## config.mk

```make
export PLATFORM = sky130hd
export DESIGN_NAME = indexed_deque_list_top
export DESIGN_NICKNAME = d
export VERILOG_FILES = /design/src/rtl/core/idl_pkg.sv /design/src/rtl/core/indexed_deque_list_top.sv
export SDC_FILE = /design/constraint.sdc
export NUM_CORES = 1
export LEC_CHECK = 0
export BUFFER_PORTS_ARGS = -buffer_cell sky130_fd_sc_hd__buf_2
export CORE_UTILIZATION = 55
export CTS_BUF_LIST = sky130_fd_sc_hd__clkbuf_4 sky130_fd_sc_hd__clkbuf_8
export DETAILED_ROUTE_END_ITERATION = 7
export GPL_ROUTABILITY_DRIVEN = 1
export PLACE_DENSITY = 0.81
export SLEW_MARGIN = 0
export SYNTH_ARGS = -nofsm -noshare
export SYNTH_HDL_FRONTEND = slang
export SYNTH_SLANG_ARGS = --single-unit
```

## constraint.sdc

```tcl
create_clock -name i_clk -period 12.2 [get_ports i_clk]
set_clock_uncertainty 0.05 [all_clocks]
set_input_delay 2.44 -clock i_clk [delete_from_list [all_inputs] [get_ports i_clk]]
set_output_delay 2.44 -clock i_clk [all_outputs]
set_load 0.01 [all_outputs]
```

## src/rtl/core/idl_pkg.sv

```systemverilog
// ----------------------------------------------------------------------------
// idl_pkg
// shared types and constants for the indexed deque list
// ----------------------------------------------------------------------------
package idl_pkg;

    localparam int CAPACITY = 16;
    localparam int ADDR_W   = $clog2(CAPACITY);
    localparam int OP_W     = 4;
    localparam int IDX_W    = 5;
    localparam int DATA_W   = 32;
    localparam int STAT_W   = 2;
    localparam int CNT_W    = 5;

    typedef enum logic [OP_W-1:0] {
        OP_PUSH_BACK  = 4'd0,
        OP_PUSH_FRONT = 4'd1,
        OP_POP_FRONT  = 4'd2,
        OP_POP_BACK   = 4'd3,
        OP_FRONT      = 4'd4,
        OP_BACK       = 4'd5,
        OP_AT         = 4'd6,
        OP_INSERT     = 4'd7,
        OP_REMOVE     = 4'd8,
        OP_CLEAR      = 4'd9
    } t_op;

    typedef enum logic [STAT_W-1:0] {
        ST_OK    = 2'd0,
        ST_RANGE = 2'd1,
        ST_FULL  = 2'd2
    } t_status;

    typedef enum logic [2:0] {
        S_IDLE,
        S_INS_RD,
        S_INS_WR,
        S_GET,
        S_GOT,
        S_DEL_RD,
        S_DEL_WR,
        S_RESP
    } t_state;

endpackage

```

## src/rtl/core/indexed_deque_list_top.sv

```systemverilog
// ----------------------------------------------------------------------------
// indexed_deque_list_top
// sequence: push/insert shift entries up (S_INS_RD, S_INS_WR), then write;
//   pop/remove read (S_GET, S_GOT), then shift down (S_DEL_RD, S_DEL_WR);
//   front/back/at read (S_GET, S_GOT); rejected, clear and unused go to S_RESP
// throughput: one request at a time; a shift moves one entry per read/write pair
// reset: synchronous active low, list empty, entries undefined until written
// ----------------------------------------------------------------------------
module indexed_deque_list_top (
    input  logic                                i_clk,
    input  logic                                i_rst_n,
    input  logic                                i_in_valid,
    output logic                                o_in_stall,
    input  logic [idl_pkg::OP_W-1:0]            i_op,
    input  logic [idl_pkg::IDX_W-1:0]           i_index,
    input  logic signed [idl_pkg::DATA_W-1:0]   i_value,
    output logic                                o_out_valid,
    input  logic                                i_out_stall,
    output logic signed [idl_pkg::DATA_W-1:0]   o_data_out,
    output logic [idl_pkg::STAT_W-1:0]          o_status,
    output logic [idl_pkg::CNT_W-1:0]           o_count,
    output logic                                o_is_empty
);

    localparam int AW = idl_pkg::ADDR_W;
    localparam int CW = idl_pkg::CNT_W;
    localparam int DW = idl_pkg::DATA_W;

    idl_pkg::t_state r_state, n_state;

    logic [CW-1:0]        r_cnt, n_cnt;
    logic [AW-1:0]        r_ptr, n_ptr;
    logic [AW-1:0]        r_pos, n_pos;
    logic [DW-1:0]        r_val, n_val;
    logic [DW-1:0]        r_data, n_data;
    idl_pkg::t_status     r_stat, n_stat;
    logic                 r_remove, n_remove;

    logic                 r_out_valid, n_out_valid;
    logic [DW-1:0]        r_out_data, n_out_data;
    logic [idl_pkg::STAT_W-1:0] r_out_stat, n_out_stat;
    logic [CW-1:0]        r_out_cnt, n_out_cnt;
    logic                 r_out_empty, n_out_empty;

    // entry memory
    logic [DW-1:0]        mem [idl_pkg::CAPACITY];
    logic [DW-1:0]        r_rdata;
    logic                 mem_we, mem_re;
    logic [AW-1:0]        wr_addr, rd_addr;
    logic [DW-1:0]        wr_data;

    // shared pointer unit
    logic [AW-1:0]        ptr_dec, ptr_inc;
    logic                 ptr_above_pos;
    logic                 ptr_next_in_list;

    logic                 accept;
    logic                 resp_go;
    logic                 full, empty;
    logic [CW-1:0]        idx_ext;

    assign ptr_dec          = r_ptr - AW'(1);
    assign ptr_inc          = r_ptr + AW'(1);
    assign ptr_above_pos    = r_ptr > r_pos;
    assign ptr_next_in_list = (CW'(r_ptr) + CW'(1)) < r_cnt;

    assign accept  = i_in_valid && (r_state == idl_pkg::S_IDLE);
    assign resp_go = (r_state == idl_pkg::S_RESP) && (!r_out_valid || !i_out_stall);
    assign full    = r_cnt >= CW'(idl_pkg::CAPACITY);
    assign empty   = r_cnt == '0;
    assign idx_ext = CW'(i_index);

    assign o_in_stall  = r_state != idl_pkg::S_IDLE;
    assign o_out_valid = r_out_valid;
    assign o_data_out  = r_out_data;
    assign o_status    = r_out_stat;
    assign o_count     = r_out_cnt;
    assign o_is_empty  = r_out_empty;

    // next state
    always_comb begin
        n_state = r_state;
        case (r_state)
            idl_pkg::S_IDLE: begin
                if (i_in_valid) begin
                    n_state = idl_pkg::S_RESP;
                    case (idl_pkg::t_op'(i_op))
                        idl_pkg::OP_PUSH_BACK, idl_pkg::OP_PUSH_FRONT: begin
                            if (!full) n_state = idl_pkg::S_INS_RD;
                        end
                        idl_pkg::OP_POP_FRONT, idl_pkg::OP_POP_BACK,
                        idl_pkg::OP_FRONT, idl_pkg::OP_BACK: begin
                            if (!empty) n_state = idl_pkg::S_GET;
                        end
                        idl_pkg::OP_AT, idl_pkg::OP_REMOVE: begin
                            if (idx_ext < r_cnt) n_state = idl_pkg::S_GET;
                        end
                        idl_pkg::OP_INSERT: begin
                            if (idx_ext <= r_cnt && !full) n_state = idl_pkg::S_INS_RD;
                        end
                        default: n_state = idl_pkg::S_RESP;
                    endcase
                end
            end
            idl_pkg::S_INS_RD: begin
                n_state = ptr_above_pos ? idl_pkg::S_INS_WR : idl_pkg::S_RESP;
            end
            idl_pkg::S_INS_WR: n_state = idl_pkg::S_INS_RD;
            idl_pkg::S_GET:    n_state = idl_pkg::S_GOT;
            idl_pkg::S_GOT: begin
                n_state = r_remove ? idl_pkg::S_DEL_RD : idl_pkg::S_RESP;
            end
            idl_pkg::S_DEL_RD: begin
                n_state = ptr_next_in_list ? idl_pkg::S_DEL_WR : idl_pkg::S_RESP;
            end
            idl_pkg::S_DEL_WR: n_state = idl_pkg::S_DEL_RD;
            idl_pkg::S_RESP: begin
                if (resp_go) n_state = idl_pkg::S_IDLE;
            end
            default: n_state = idl_pkg::S_IDLE;
        endcase
    end

    // datapath and memory control
    always_comb begin
        n_cnt       = r_cnt;
        n_ptr       = r_ptr;
        n_pos       = r_pos;
        n_val       = r_val;
        n_data      = r_data;
        n_stat      = r_stat;
        n_remove    = r_remove;
        n_out_valid = r_out_valid;
        n_out_data  = r_out_data;
        n_out_stat  = r_out_stat;
        n_out_cnt   = r_out_cnt;
        n_out_empty = r_out_empty;
        mem_we      = 1'b0;
        mem_re      = 1'b0;
        wr_addr     = r_ptr;
        rd_addr     = r_ptr;
        wr_data     = r_rdata;

        if (r_out_valid && !i_out_stall) n_out_valid = 1'b0;

        case (r_state)
            idl_pkg::S_IDLE: begin
                if (accept) begin
                    n_val    = i_value;
                    n_data   = '0;
                    n_stat   = idl_pkg::ST_OK;
                    n_remove = 1'b0;
                    n_ptr    = AW'(r_cnt);
                    n_pos    = '0;
                    case (idl_pkg::t_op'(i_op))
                        idl_pkg::OP_PUSH_BACK: begin
                            n_pos = AW'(r_cnt);
                            if (full) n_stat = idl_pkg::ST_FULL;
                        end
                        idl_pkg::OP_PUSH_FRONT: begin
                            if (full) n_stat = idl_pkg::ST_FULL;
                        end
                        idl_pkg::OP_POP_FRONT: begin
                            n_ptr    = '0;
                            n_remove = 1'b1;
                            if (empty) n_stat = idl_pkg::ST_RANGE;
                        end
                        idl_pkg::OP_POP_BACK: begin
                            n_ptr    = AW'(r_cnt - CW'(1));
                            n_remove = 1'b1;
                            if (empty) n_stat = idl_pkg::ST_RANGE;
                        end
                        idl_pkg::OP_FRONT: begin
                            n_ptr = '0;
                            if (empty) n_stat = idl_pkg::ST_RANGE;
                        end
                        idl_pkg::OP_BACK: begin
                            n_ptr = AW'(r_cnt - CW'(1));
                            if (empty) n_stat = idl_pkg::ST_RANGE;
                        end
                        idl_pkg::OP_AT: begin
                            n_ptr = AW'(i_index);
                            if (idx_ext >= r_cnt) n_stat = idl_pkg::ST_RANGE;
                        end
                        idl_pkg::OP_INSERT: begin
                            n_pos = AW'(i_index);
                            // range check ranks above the full check
                            if (idx_ext > r_cnt) n_stat = idl_pkg::ST_RANGE;
                            else if (full) n_stat = idl_pkg::ST_FULL;
                        end
                        idl_pkg::OP_REMOVE: begin
                            n_ptr    = AW'(i_index);
                            n_remove = 1'b1;
                            if (idx_ext >= r_cnt) n_stat = idl_pkg::ST_RANGE;
                        end
                        idl_pkg::OP_CLEAR: n_cnt = '0;
                        default: n_stat = idl_pkg::ST_OK;
                    endcase
                end
            end
            idl_pkg::S_INS_RD: begin
                if (ptr_above_pos) begin
                    mem_re  = 1'b1;
                    rd_addr = ptr_dec;
                end else begin
                    // gap is open, drop the new entry in
                    mem_we  = 1'b1;
                    wr_addr = r_pos;
                    wr_data = r_val;
                    n_cnt   = r_cnt + CW'(1);
                end
            end
            idl_pkg::S_INS_WR: begin
                mem_we  = 1'b1;
                wr_addr = r_ptr;
                wr_data = r_rdata;
                n_ptr   = ptr_dec;
            end
            idl_pkg::S_GET: begin
                mem_re  = 1'b1;
                rd_addr = r_ptr;
            end
            idl_pkg::S_GOT: n_data = r_rdata;
            idl_pkg::S_DEL_RD: begin
                if (ptr_next_in_list) begin
                    mem_re  = 1'b1;
                    rd_addr = ptr_inc;
                end else begin
                    n_cnt = r_cnt - CW'(1);
                end
            end
            idl_pkg::S_DEL_WR: begin
                mem_we  = 1'b1;
                wr_addr = r_ptr;
                wr_data = r_rdata;
                n_ptr   = ptr_inc;
            end
            idl_pkg::S_RESP: begin
                if (resp_go) begin
                    n_out_valid = 1'b1;
                    n_out_data  = r_data;
                    n_out_stat  = r_stat;
                    n_out_cnt   = r_cnt;
                    n_out_empty = r_cnt == '0;
                end
            end
            default: n_stat = r_stat;
        endcase
    end

    always_ff @(posedge i_clk) begin
        if (mem_we) mem[wr_addr] <= wr_data;
        if (mem_re) r_rdata <= mem[rd_addr];
    end

    always_ff @(posedge i_clk) begin
        if (!i_rst_n) begin
            r_state     <= idl_pkg::S_IDLE;
            r_cnt       <= '0;
            r_out_valid <= 1'b0;
        end else begin
            r_state     <= n_state;
            r_cnt       <= n_cnt;
            r_out_valid <= n_out_valid;
        end
    end

    always_ff @(posedge i_clk) begin
        r_ptr       <= n_ptr;
        r_pos       <= n_pos;
        r_val       <= n_val;
        r_data      <= n_data;
        r_stat      <= n_stat;
        r_remove    <= n_remove;
        r_out_data  <= n_out_data;
        r_out_stat  <= n_out_stat;
        r_out_cnt   <= n_out_cnt;
        r_out_empty <= n_out_empty;
    end

    a_cnt_bound: assert property (@(posedge i_clk) disable iff (!i_rst_n)
        r_cnt <= CW'(idl_pkg::CAPACITY))
        else $error("entry count above capacity");

    a_busy_after_accept: assert property (@(posedge i_clk) disable iff (!i_rst_n)
        accept |=> o_in_stall)
        else $error("request accepted without entering the sequencer");

    a_cnt_step: assert property (@(posedge i_clk) disable iff (!i_rst_n)
        (r_cnt != $past(r_cnt)) |->
            (r_cnt == $past(r_cnt) + CW'(1) || r_cnt == $past(r_cnt) - CW'(1) ||
             r_cnt == '0))
        else $error("count moved by more than one entry");

    a_ins_ptr: assert property (@(posedge i_clk) disable iff (!i_rst_n)
        (r_state == idl_pkg::S_INS_RD) |-> (r_ptr >= r_pos))
        else $error("insert shift pointer passed the target slot");

    a_resp_only_free: assert property (@(posedge i_clk) disable iff (!i_rst_n)
        (r_out_valid && i_out_stall) |-> !resp_go)
        else $error("result overwritten while stalled");

endmodule
```

# After elaboration in Yosys (flattened, before gate mapping)
# Memory sizes are Yosys's and may differ from the RTL's. A register that Yosys moved wholly into a read port is not among the register bits.
# Cells that the tools add are included.
[totals] regBits=124 ram_bits=512 wordCells=121 mem_count=1 inputBits=45 out_inout_bits=42
[mem_list] name="mem" depth=16 word_bits=32 rd=1 rd_ports_with_merged_regs=1 write_ports=1 line="indexed_deque_list_top.sv:46" text="logic [DW-1:0] mem [idl_pkg::CAPACITY];"
[classes] muxes=45 eq_ne=22 magnitude_cmp=7 n_reduce_logical=28 addsub=5
[op_table] operator="2-to-1 mux 32 bit" count=3
[op_table] operator="one-hot mux 32 bit (2 select lines)" count=1
[op_table] operator="one-hot mux 3 bit (8 select lines)" count=1
[op_table] operator="one-hot mux 4 bit (3 select lines)" count=2
[op_table] operator="2-to-1 mux 3 bit" count=7
[op_table] operator="2-to-1 mux 4 bit" count=5
[op_table] operator="2-to-1 mux 5 bit" count=4
[op_table] operator="== test 4 x 3 -> 1 bit (second input constant)" count=4
[op_table] operator="one-hot mux 4 bit (2 select lines)" count=2
[op_table] operator="one-hot mux 5 bit (3 select lines)" count=1
[op_table] operator="== test 3 bit (second input constant)" count=4
[op_table] operator="2-to-1 mux 1 bit" count=12
[op_table] operator="one-hot mux 3 bit (4 select lines)" count=1
[op_table] operator="less-than comparator 5 bit" count=2
[op_table] operator="inequality test 2 bit (second input constant)" count=5
[op_table] operator="AND reduction 2 bit" count=5
[op_table] operator="OR reduction 2 bit" count=5
[op_table] operator="nonzero test 3 bit" count=3
[op_table] operator="== test 4 x 2 -> 1 bit (second input constant)" count=2
[op_table] operator="== test 4 bit (second input constant)" count=2
[op_table] operator="one-hot mux 2 bit (4 select lines)" count=1
[op_table] operator="== test 3 x 2 -> 1 bit (second input constant)" count=2
[op_table] operator="2-to-1 mux 2 bit" count=3
[op_table] operator="adder 4 x 1 -> 5 bit (second input constant)" count=1
[op_table] operator="24 further kinds" count=29

# Longest topological paths before layout
# Gate-level depths: netlist of the first run.
[depth] depth_word=7 mapped_depth=15 depth_no_buf=12

# Worst setup path after synthesis of the first run
# No wires, ideal clock.
[synth_timing] path_kind="input to register" from="input port i_out_stall" to="register r_out_cnt[0], in the netlist o_count[0] (enable)" setup_time_ps=451 cell_stages=1 path_buffers=0 required_time_ps=11699 setup_slack_ps=7273 arrival_ps=4426 path_cell_list="a21oi_1"
[synth_via] elab_chain_cells=4
[synth_rtl] item="from (decl)" line="indexed_deque_list_top.sv:18" text="input logic i_out_stall,"
[synth_rtl] item="zero test 1 bit" line="indexed_deque_list_top.sv:68" text="assign resp_go = (r_state == idl_pkg::S_RESP) && (!r_out_valid || !i_out_stall);"
[synth_rtl] item="logical OR 1 bit" line="indexed_deque_list_top.sv:68"
[synth_rtl] item="logical AND 1 bit" line="indexed_deque_list_top.sv:68"
[synth_rtl] item="AND reduction 2 bit (no source line)"
[synth_rtl] item="to (signal assigned)" line="indexed_deque_list_top.sv:277" text="r_out_cnt <= n_out_cnt;"
[synth_rtl] item="to (decl)" line="indexed_deque_list_top.sv:42" text="logic [CW-1:0] r_out_cnt, n_out_cnt;"
# Every way passes these cells.
# A chain may end at the register's enable or synchronous reset.

# Worst setup path after layout of the first run
[layout_timing] from="register r_ptr[0]" to="register r_rdata[14] (read register of mem) (data pin)"
[layout_via] elab_chain_cells=4 elab_cells_between_ends=11 cone_classes="add/sub: 3; order compare: 2; mux: 6"
[layout_rtl] item="from (decl)" line="indexed_deque_list_top.sv:32" text="logic [AW-1:0] r_ptr, n_ptr;"
[layout_rtl] item="from (signal assigned)" line="indexed_deque_list_top.sv:269" text="r_ptr <= n_ptr;"
[layout_rtl] item="adder 4 x 1 -> 5 bit" line="indexed_deque_list_top.sv:65" text="assign ptr_next_in_list = (CW'(r_ptr) + CW'(1)) < r_cnt;"
[layout_rtl] item="less-than comparator 5 bit" line="indexed_deque_list_top.sv:65"
[layout_rtl] item="2-to-1 mux 1 bit or 2-to-1 mux 4 bit (tied branches)" line="indexed_deque_list_top.sv:225" text="if (ptr_next_in_list) begin"
[layout_rtl] item="one-hot mux 1 bit (3 select lines) or one-hot mux 4 bit (2 select lines) (tied branches)" line="indexed_deque_list_top.sv:146" text="case (r_state)"
[layout_rtl] item="to (decl)" line="indexed_deque_list_top.sv:47" text="logic [DW-1:0] r_rdata;"
# Parallel ways exist; a longest one is shown, timed or not.

==> summary.txt, run 1 <==
Pwr
  – Maximum vdd drop: 0.2085 mV
  – Comb power frac: a little over a third
  – PD cells: 279.6 nW/um^2
  – Seq pwr share: 42.2%
  – Clock share of power: 22.5%
  – Sw Share: 34.44%
  – Internal cell power: 5441 uW
  – Switching pwr: 2858 uW
  – Static leakage: 0.01016 uW

Clock tree
  – Post-CTS setup buffer count: 0
  – Root Buffer Master: clkbuf_8
  – Clock tree sinks: roughly 670
  – CTS tree: done
  – Post-CTS Hold Buffers: 0
  – CTS buffer count: 102
  – H-tree levels: 3
  – Maximum buffer depth of the clock tree: 3
  – Register clock-pin slew on the reported worst setup and hold paths: 0.06 ns
  – # resized after CTS: 0
  – Clk Latency, worst-skew pair: 0.68 ns

STA
  – Setup_tns: 0 ns
  – RSZ-0062 raised after global routing: no
  – Tmin final: 5.795 ns
  – Max Slew Vio Count: 0
  – Setup violators final: 0
  – Tcrit/Tclk final: 47.50%
  – Fmax: 172.6 MHz
  – Worst rel slew slack: 25.38%
  – Least-Margin Pin Slew: 1.119 ns
  – Final hold vios: 0

Global routing
  – First-pass GRT wire length: roughly 87000 um
  – Antenna violations before repair: 1
  – Total gr overflow: 0
  – Vias in the first global route: 14380
  – GRT Util Overall: 23.89%
  – Pin count of the biggest net entering global routing: between 60 and 70

Floorplanning
  – Row count: between 70 and 80
  – Initial Util: around 56%
  – Core area: 46950 sq um
  – Die ar.: 48860 sq um
  – Die Ht: between 200 and 250 um
  – Die width: 221.0 um
  – Io pins: 87

Outcome
  – Outcome: complete, no violations

Setup path
  – Data required, critical path: 12.58 ns
  – Critical-path maximum fanout: 61
  – Critical Path End Type: flip-flop
  – Critical path launch point type: flip-flop
  – WS Path Type: reg -> reg
  – Critical Path AT: 6.17 ns

Synthesis
  – Number of flops mapped to enable cells by yosys: 659
  – Netlist Area Pre-Place: 26390 sq um
  – Yosys Warn Count: 0
  – Main synth FF type: edfxtp_1
  – Post-synthesis cell count: 1489
  – Mean Syn Cell Area: roughly 18 sq um
  – Sequential area share after synthesis: 75.67%
  – Asr flop ratio synth: 0%
  – Library cells used by synthesis: 49
  – Mapped Nets: 1552
  – #FFs+latches synth: about 670

Detailed routing
  – DRC Markers: 0
  – Routed vias: 14200
  – DR iter-0 viols: about 1700
  – DR pass1 iterations: 5
  – DR WL/cell: 25.03 um
  – Final wirelength: 58110 um
  – Detail Route Antenna Nets: 0
  – Vias per Instance: between 6 and 7

Layout
  – Share of cells above drive strength 1: 20.29%
  – Antenna Cells: 0
  – Nets: 1700
  – Count of non-filler cells in the finished layout: around 2300
  – Commonest non-fill, non-tap cell in the layout: edfxtp_1
  – Most frequent cells in the layout: edfxtp_1 (659), mux2i_1 (258), a22oi_1 (133)
  – Layout area overhead: 12.48%

Job
  – MaxCap Viol Count: 0

Placement
  – Gpl congestion: 0.8672
  – Number of instances in the placed design: 2140
  – Buffers on Ports: 86
  – DP HPWL: 30620 um

Min path
  – Hold crit path type: reg -> reg
==> synthesized netlist by cell type, types with 3 or more instances <==
cell type / instances / area, sq um
a21oi_1: 25 / 125.1
a22oi_1: 133 / 998.5
a31oi_1: 19 / 118.9
and2_1: 38 / 237.7
and3_1: 4 / 25.02
and4_1: 33 / 289.0
buf_1: 4 / 15.01
buf_4: 7 / 52.55
buf_6: 21 / 236.5
clkbuf_1: 42 / 157.7
dfxtp_1: 9 / 180.2
edfxtp_1: 659 / 19790
ha_1: 18 / 225.2
inv_1: 18 / 67.56
mux2_2: 32 / 360.4
mux2i_1: 258 / 2582
nand2_1: 20 / 75.07
nand2b_1: 3 / 18.77
nand3_1: 11 / 55.05
nor2_1: 45 / 168.9
nor2b_1: 8 / 50.05
nor3_1: 12 / 60.06
nor3b_1: 3 / 22.52
o211ai_1: 10 / 75.07
o21a_1: 3 / 22.52
o21ai_0: 15 / 75.07
or2_2: 3 / 18.77
xnor2_1: 7 / 61.31
==> worst paths after layout <==
kind	end	from	slack (ns)	cells past startpoint
max	r_rdata[14]	r_ptr[0]	6.41	14
min	o_data_out[12]	r_data[12]	0.36	0
max reg2reg	r_rdata[14]	r_ptr[0]	6.41	14
min reg2reg	o_data_out[12]	r_data[12]	0.36	0
==> metrics by stage <==
| stage | util, % | total power, uW | cell area (sq um) | hold slack, ns | worst slack [ns] |
|---|---|---|---|---|---|
| after floorplan | - | 5722 | 26390 | 0.3503 | 7.273 |
| after global placement | 58.85 | 6311 | 27630 | 0.3510 | 6.665 |
| after detailed placement | 58.85 | 6449 | 27630 | 0.3545 | 6.495 |
| after CTS | 63.22 | 8305 | 29680 | 0.3540 | 6.493 |
| after global routing | 63.22 | 8640 | 29680 | 0.3744 | 6.151 |
| final | 63.22 | 8299 | 29680 | 0.3645 | 6.405 |
==> power groups by stage <==
stage | Sequential (uW) | Clock, uW | Combinational [uW]
after floorplan | 3470 | 0 | 2260
after global placement | 3530 | 0 | 2780
after detailed placement | 3540 | 0 | 2910
after CTS | 3500 | 1890 | 2920
after global routing | 3530 | 1990 | 3130
final | 3500 | 1860 | 2930
==> registers in the layout, summed over array words and instances, names as in the netlist, 3 cells and up <==
signal and cells:
mem 512, o_data_out 32, r_data 32, r_rdata 32
r_val 32, o_count 5, r_cnt 5, r_pos 4
r_ptr 4, r_state 3
==> cell families (layout without fill, tap and decap cells) <==
family / after synthesis / after routing / synth area share (%)
AOI/OAI and AO/OA: 223 / 223 / 5.936
xor gates and xnor gates: 8 / 8 / 0.2655
adders and majority gates: 18 / 18 / 0.8535
buffers and inverters: 94 / 320 / 2.039
DFF: 668 / 668 / 75.67
muxes: 290 / 290 / 11.15
and+or+nand+nor: 188 / 188 / 4.082
==> layout make-up <==
class,count,area [sq um]
Timing Repair Buffer,119,678.2
Inverter,19,71.32
Multi-Input combinational cell,727,6155
Clock buffer,137,1667
Clock inverter,45,384.1
Sequential cell,668,19970
Tap cell,607,759.5
Fill cell,3085,17270
==> layer usage <==
| metal | track usage (%) | vias up | share of wire [%] |
|---|---|---|---|
| met5 | 0 | - | 0 |
| met4 | 8.978 | 0 | 2.8 |
| met3 | 4.740 | 143 | 9.0 |
| met2 | 38.94 | 730 | 48 |
| met1 | 32.01 | 7060 | 40 |
| li1 | - | 6266 | - |
==> critical path: stages, from the launching register on <==
cell and delay, ns:
edfxtp_1 0.56, ha_1 0.34, nor2b_1 0.17, or2_2 0.30, ha_1 0.30, a21oi_1 0.14
o21ai_1 0.12, a221o_1 0.36, nand3_1 0.10, and4_4 0.60, buf_4 0.89, buf_4 0.82
mux2i_1 0.30, a22oi_1 0.12, and4_1 0.23
Note: power is estimated with default switching activity, not from simulation.
==> run 2, diff against run 1 <==
--- a/config.mk
+++ b/config.mk
@@ -10,7 +10,7 @@
 export CTS_BUF_LIST = sky130_fd_sc_hd__clkbuf_4 sky130_fd_sc_hd__clkbuf_8
 export DETAILED_ROUTE_END_ITERATION = 7
 export GPL_ROUTABILITY_DRIVEN = 1
-export PLACE_DENSITY = 0.81
+export PLACE_DENSITY = 0.84
 export SLEW_MARGIN = 0
 export SYNTH_ARGS = -nofsm -noshare
 export SYNTH_HDL_FRONTEND = slang
==> constraint.sdc (replaced) <==
create_clock -name i_clk -period 4.95 [get_ports i_clk]
set_clock_uncertainty 0.05 [all_clocks]
set_input_delay 0.99 -clock i_clk [delete_from_list [all_inputs] [get_ports i_clk]]
set_output_delay 0.99 -clock i_clk [all_outputs]
set_load 0.01 [all_outputs]
==> run 2 against run 1 <==
Fmax up 30%. Cell count grew 0.22%. Critical path depth shrank 2. Sequential cell count is the same. Count of clock-buffer cells in the layout down 4. Highest routed layer unchanged. Clock power grew 140%. Core utilization up 0.40 points. Combinational power rose to 2.6 times the previous value. Worst setup slack lost 5.9 ns. Largest power group unchanged. Cell area is 0.64% higher. Total power increased by 150%.
==> summary.txt, run 2 (same netlist as run 1, synthesis figures left out) <==
Detailed routing
  – DRC Markers: 0 (unchanged)
  – Detail Route Antenna Nets: 0 (unchanged)
  – Routed vias: 14550 (+2.5%)
  – Vias per Instance: 6.254 (+2.3%)
  – DR iter-0 viols: 1606 (-7.5%)
  – DR WL/cell: 25.58 um (+2.2%)
  – DR pass1 iterations: 6 (+1)
  – Final wirelength: 59520 um (+2.4%)

Placement
  – Gpl congestion: 0.8793 (+1.4%)
  – Buffers on Ports: 86 (unchanged)
  – Number of instances in the placed design: 2149 (+0.42%)
  – DP HPWL: 31360 um (+2.4%)

STA
  – Least-Margin Pin Slew: 1.159 ns (+0.04020 ns)
  – Setup violators final: 0 (unchanged)
  – Tmin final: 4.452 ns (-1.343 ns)
  – Max Slew Vio Count: 0 (unchanged)
  – Fmax: 224.6 MHz (+30%)
  – Tcrit/Tclk final: 89.94% (+42 points)
  – Setup_tns: 0 ns (unchanged)
  – Final hold vios: 0 (unchanged)
  – RSZ-0062 raised after global routing: no
  – Worst rel slew slack: 22.70% (-2.7 points)

Pwr
  – Sw Share: 34.79% (+0.35 points)
  – Clock share of power: 21.3% (-1.2 points)
  – PD cells: 687.4 nW/um^2 (+150%)
  – Internal cell power: 13390 uW (+150%)
  – Maximum vdd drop: 0.7771 mV (+270%)
  – Static leakage: 0.01019 uW (+0.35%)
  – Total power: 20530 uW (+150%)
  – Comb power frac: 36.7% (+1.4 points)
  – Switching pwr: 7144 uW (+150%)
  – Seq pwr share: 42.0% (-0.2 points)

Layout
  – Nets: 1707 (+0.41%)
  – Count of non-filler cells in the finished layout: 2327 (+0.22%)
  – Antenna Cells: 0 (unchanged)
  – Most frequent cells in the layout: edfxtp_1 (659), mux2i_1 (258), a22oi_1 (133)
  – Max reg flops: 512 (unchanged)
  – Layout area overhead: 13.20%
  – Share of cells above drive strength 1: 19.88% (-0.41 points)
  – Register name with the most flops: mem
  – Commonest non-fill, non-tap cell in the layout: edfxtp_1

Global routing
  – Total gr overflow: 0 (unchanged)
  – Vias in the first global route: 14730 (+2.4%)
  – First-pass GRT wire length: 88910 um (+2.3%)
  – Pin count of the biggest net entering global routing: 57 (-12%)
  – Antenna violations before repair: 0 (-1)
  – GRT Util Overall: 24.48% (+0.60 points)

Clock tree
  – Post-CTS Hold Buffers: 0 (unchanged)
  – CTS buffer count: 100 (-2.0%)
  – # resized after CTS: 0 (unchanged)
  – Post-CTS setup buffer count: 0 (unchanged)
  – Maximum buffer depth of the clock tree: 3 (unchanged)
  – Clock tree sinks: 668 (unchanged)
  – H-tree levels: 3 (unchanged)
  – Clk Latency, worst-skew pair: 0.68 ns (about the same)
  – CTS tree: done
  – Root Buffer Master: clkbuf_8
  – Register clock-pin slew on the reported worst setup and hold paths: 0.06 ns (about the same)

Setup path
  – Critical Path End Type: flip-flop
  – Critical-path maximum fanout: 32 (-48%)
  – Data required, critical path: 5.32 ns (-7.26 ns)
  – Critical path launch point type: flip-flop
  – Critical Path AT: 4.82 ns (-1.35 ns)
  – WS Path Type: reg -> reg

Floorplanning
  – Initial Util: 56.21% (unchanged)
  – Io pins: 87 (unchanged)
  – Row count: 79 (unchanged)
  – Die width: 221.0 um (unchanged)
  – Core area: 46950 sq um (unchanged)
  – Die Ht: 221.0 um (unchanged)
  – Die ar.: 48860 sq um (unchanged)

Min path
  – Hold crit path type: reg -> reg

Job
  – MaxCap Viol Count: 0 (unchanged)

Outcome
  – Outcome: complete, no violations
-- run 2: area by class of cell --
cell class                 instances  area, sq um
sequential                       668        19970
timing repair buffer             128        970.9
inverter                          19        71.32
fill                            3056        17080
tap                              607        759.5
clock buffer                     133         1668
multi-input combinational        727         6155
clock inverter                    45        279.0
-- run 2: through the flow --
step	utilization [%]	hold WS [ns]	setup WS (ns)	cell area (sq um)
5_1_grt	63.62	0.3663	0.2187	29870
3_5_place_dp	59.48	0.3545	0.6488	27930
2_1_floorplan	-	0.3503	1.103	26390
4_1_cts	63.62	0.3639	0.6002	29870
6_report	63.62	0.3578	0.4981	29870
3_3_place_gp	59.48	0.3514	0.7997	27930
-- run 2: worst paths after layout --
kind / slack [ns] / startpoint / endpoint / depth (start not counted)
min: 0.36 / r_data[24] / o_data_out[24] / 0
max reg2reg: 0.50 / r_ptr[0] / r_rdata[4] / 12
max: 0.50 / r_ptr[0] / r_rdata[4] / 12
min reg2reg: 0.36 / r_data[24] / o_data_out[24] / 0
-- run 2: metal layers --
layer	up-vias	global-route usage (%)	wire [um]
li1	6289	-	-
met1	7230	32.15	22740
met2	859	39.67	28690
met3	176	5.351	5869
met4	0	10.53	2211
met5	-	0	0
-- run 2: power groups by stage --
stage / combinational [uW] / clock (uW) / sequential (uW)
after floorplan: 5560 / 0 / 8540
after global placement: 7050 / 0 / 8680
after detailed placement: 7390 / 0 / 8710
after CTS: 7460 / 4440 / 8610
after global routing: 7990 / 4670 / 8670
final: 7530 / 4380 / 8620
-- run 2: critical path: stages (launching register included) --
cell and delay [ns]:
edfxtp_1 0.58, clkinv_1 0.39, ha_1 0.47, ha_1 0.33, nand2_1 0.06, o21ai_1 0.19
a21oi_1 0.18, nor2_1 0.52, nand2_1 0.28, a31oi_4 0.21, buf_4 0.53, a22oi_1 0.17
and4_1 0.22
==> run 3, diff against run 2 <==
--- a/config.mk
+++ b/config.mk
@@ -11,6 +11,7 @@
 export DETAILED_ROUTE_END_ITERATION = 7
 export GPL_ROUTABILITY_DRIVEN = 1
 export PLACE_DENSITY = 0.84
+export REMOVE_ABC_BUFFERS = 1
 export SLEW_MARGIN = 0
 export SYNTH_ARGS = -nofsm -noshare
 export SYNTH_HDL_FRONTEND = slang
==> run 3 against run 2 <==
Sequential power hardly changed. Fmax is 2.1% higher. Die area stayed put. Hold slack better by 0.0089 ns. First-iteration DRC count is 0.19% higher. Count of clock-buffer cells in the layout is 10 lower. Core utilization hardly changed. Cell count stayed put. Worst setup slack better by 0.094 ns. Total power is 0.13% higher. Critical path depth is 2 higher. Non-clock buffer count stayed put. Largest cell class unchanged. Highest routed layer unchanged.
==> summary.txt, run 3 (same netlist as run 1, synthesis figures left out) <==
Detailed routing
  – Vias per Instance: 6.088 (-2.7%)
  – DRC Markers: 0 (unchanged)
  – Detail Route Antenna Nets: 0 (unchanged)
  – Final wirelength: 57330 um (-3.7%)
  – Routed vias: 14170 (-2.7%)
  – DR pass1 iterations: 8 (+2)
  – DR iter-0 viols: 1609 (+0.19%)
  – DR WL/cell: 24.64 um (-3.7%)

Floorplanning
  – Die Ht: 221.0 um (unchanged)
  – Initial Util: 56.21% (unchanged)
  – Die ar.: 48860 sq um (unchanged)
  – Row count: 79 (unchanged)
  – Die width: 221.0 um (unchanged)
  – Core area: 46950 sq um (unchanged)
  – Io pins: 87 (unchanged)

STA
  – Max Slew Vio Count: 0 (unchanged)
  – Hold slack: 0.3667 ns (+0.008901 ns)
  – Fmax: 229.4 MHz (+2.1%)
  – Least-Margin Pin Slew: 1.274 ns (+0.1141 ns)
  – Worst rel slew slack: 14.77% (-7.9 points)
  – Tcrit/Tclk final: 88.05% (-1.9 points)
  – Setup violators final: 0 (unchanged)
  – Tmin final: 4.358 ns (-0.09353 ns)
  – RSZ-0062 raised after global routing: no
  – Final hold vios: 0 (unchanged)

Global routing
  – GRT Util Overall: 23.49% (-1.0 points)
  – Total gr overflow: 0 (unchanged)
  – Antenna violations before repair: 0 (unchanged)
  – First-pass GRT wire length: 85820 um (-3.5%)
  – Vias in the first global route: 14330 (-2.7%)
  – Pin count of the biggest net entering global routing: 69 (+21%)

Layout
  – Final instance area: 29870 sq um (about the same)
  – Antenna Cells: 0 (unchanged)
  – Commonest non-fill, non-tap cell in the layout: edfxtp_1
  – Max reg flops: 512 (unchanged)
  – Most frequent cells in the layout: edfxtp_1 (659), mux2i_1 (258), a22oi_1 (133)
  – Share of cells above drive strength 1: 20.00% (+0.12 points)
  – Layout area overhead: 13.19% (about the same)
  – Register name with the most flops: mem
  – Nets: 1708 (+0.059%)

Clock tree
  – Register clock-pin slew on the reported worst setup and hold paths: 0.06 ns (about the same)
  – Post-CTS Hold Buffers: 0 (unchanged)
  – Clock tree sinks: 668 (unchanged)
  – Root Buffer Master: clkbuf_8
  – Maximum buffer depth of the clock tree: 3 (unchanged)
  – Clk Latency, worst-skew pair: 0.67 ns (about the same)
  – # resized after CTS: 0 (unchanged)
  – H-tree levels: 3 (unchanged)
  – CTS tree: done
  – CTS buffer count: 101 (+1.0%)
  – Post-CTS setup buffer count: 0 (unchanged)

Outcome
  – Outcome: complete, no violations

Pwr
  – PD cells: 688.3 nW/um^2 (+0.14%)
  – Static leakage: 0.01021 uW (+0.17%)
  – Total power: 20560 uW (+0.13%)
  – Maximum vdd drop: 0.5072 mV (-35%)

Job
  – MaxCap Viol Count: 0 (unchanged)

Setup path
  – R2R Setup Slk: 0.59 ns (+0.09 ns)
  – Critical-path maximum fanout: 31 (-3.1%)
  – Critical path launch point type: flip-flop
  – WS Path Type: reg -> reg
  – Data required, critical path: 5.33 ns (about the same)
  – Critical Path AT: 4.74 ns (-0.08 ns)
  – Critical Path End Type: flip-flop

Placement
  – Gpl congestion: 0.9082 (+3.3%)
  – Placed instance area: 27860 sq um (-0.22%)
  – Buffers on Ports: 86 (unchanged)
  – DP HPWL: 30580 um (-2.5%)

Min path
  – Hold crit path type: reg -> reg
-- run 3: changes by cell type in the layout (fill, tap and decap cells not counted), sizes merged --
cell / delta
clkinvlp: +1
bufinv: +4
clkinv: +4
clkbuf: -10
inv: +1
-- run 3: worst max-delay path: stages (launching register included) --
cell	delay [ns]
edfxtp_1	0.57
ha_1	0.35
nor2b_1	0.18
or2_2	0.30
ha_1	0.29
a21oi_1	0.12
o21ai_1	0.11
a221o_1	0.34
nand3_1	0.09
and4_4	0.52
buf_12	0.31
buf_12	0.21
mux2i_1	0.29
a22oi_1	0.13
and4_1	0.20
-- run 3: layout make-up --
cell class,instances,area [sq um]
sequential,668,19970
fill,3114,17080
multi-input combinational,727,6155
clock buffer,123,1574
timing repair buffer,128,908.4
tap,607,759.5
clock inverter,55,432.9
inverter,19,71.32
-- run 3: worst paths after layout --
check / start / end / cells after the start
hold / removal: r_data[22] / o_data_out[22] / 0
setup reg to reg: r_ptr[0] / r_rdata[5] / 14
setup / recovery: r_ptr[0] / r_rdata[5] / 14
hold reg to reg: r_data[22] / o_data_out[22] / 0
-- run 3: power by group --
part           switching, uW  internal (uW)
logic                   4640           2820
registers                349           8250
clock network           2040           2460
-- run 3: metal layers --
layer | routed length (um) | share of wire (%) | GRT usage (%)
met1 | 22700 | 40 | 30.45
met2 | 28910 | 50 | 39.78
met3 | 4260 | 7.4 | 4.515
met4 | 1464 | 2.6 | 8.324
met5 | 0 | 0 | 0
-- run 3: per-stage QoR --
step                setup WS, ns  TNS [ns]  util, %  cells
detailed placement        0.6723         0    59.34   2149
global placement          0.7500         0    59.34   2149
floorplan                 -6.720   -214.54        -   1414
finish                    0.5916         0    63.62   2327
global route              0.3302         0    63.62   2327
CTS                       0.6367         0    63.62   2327
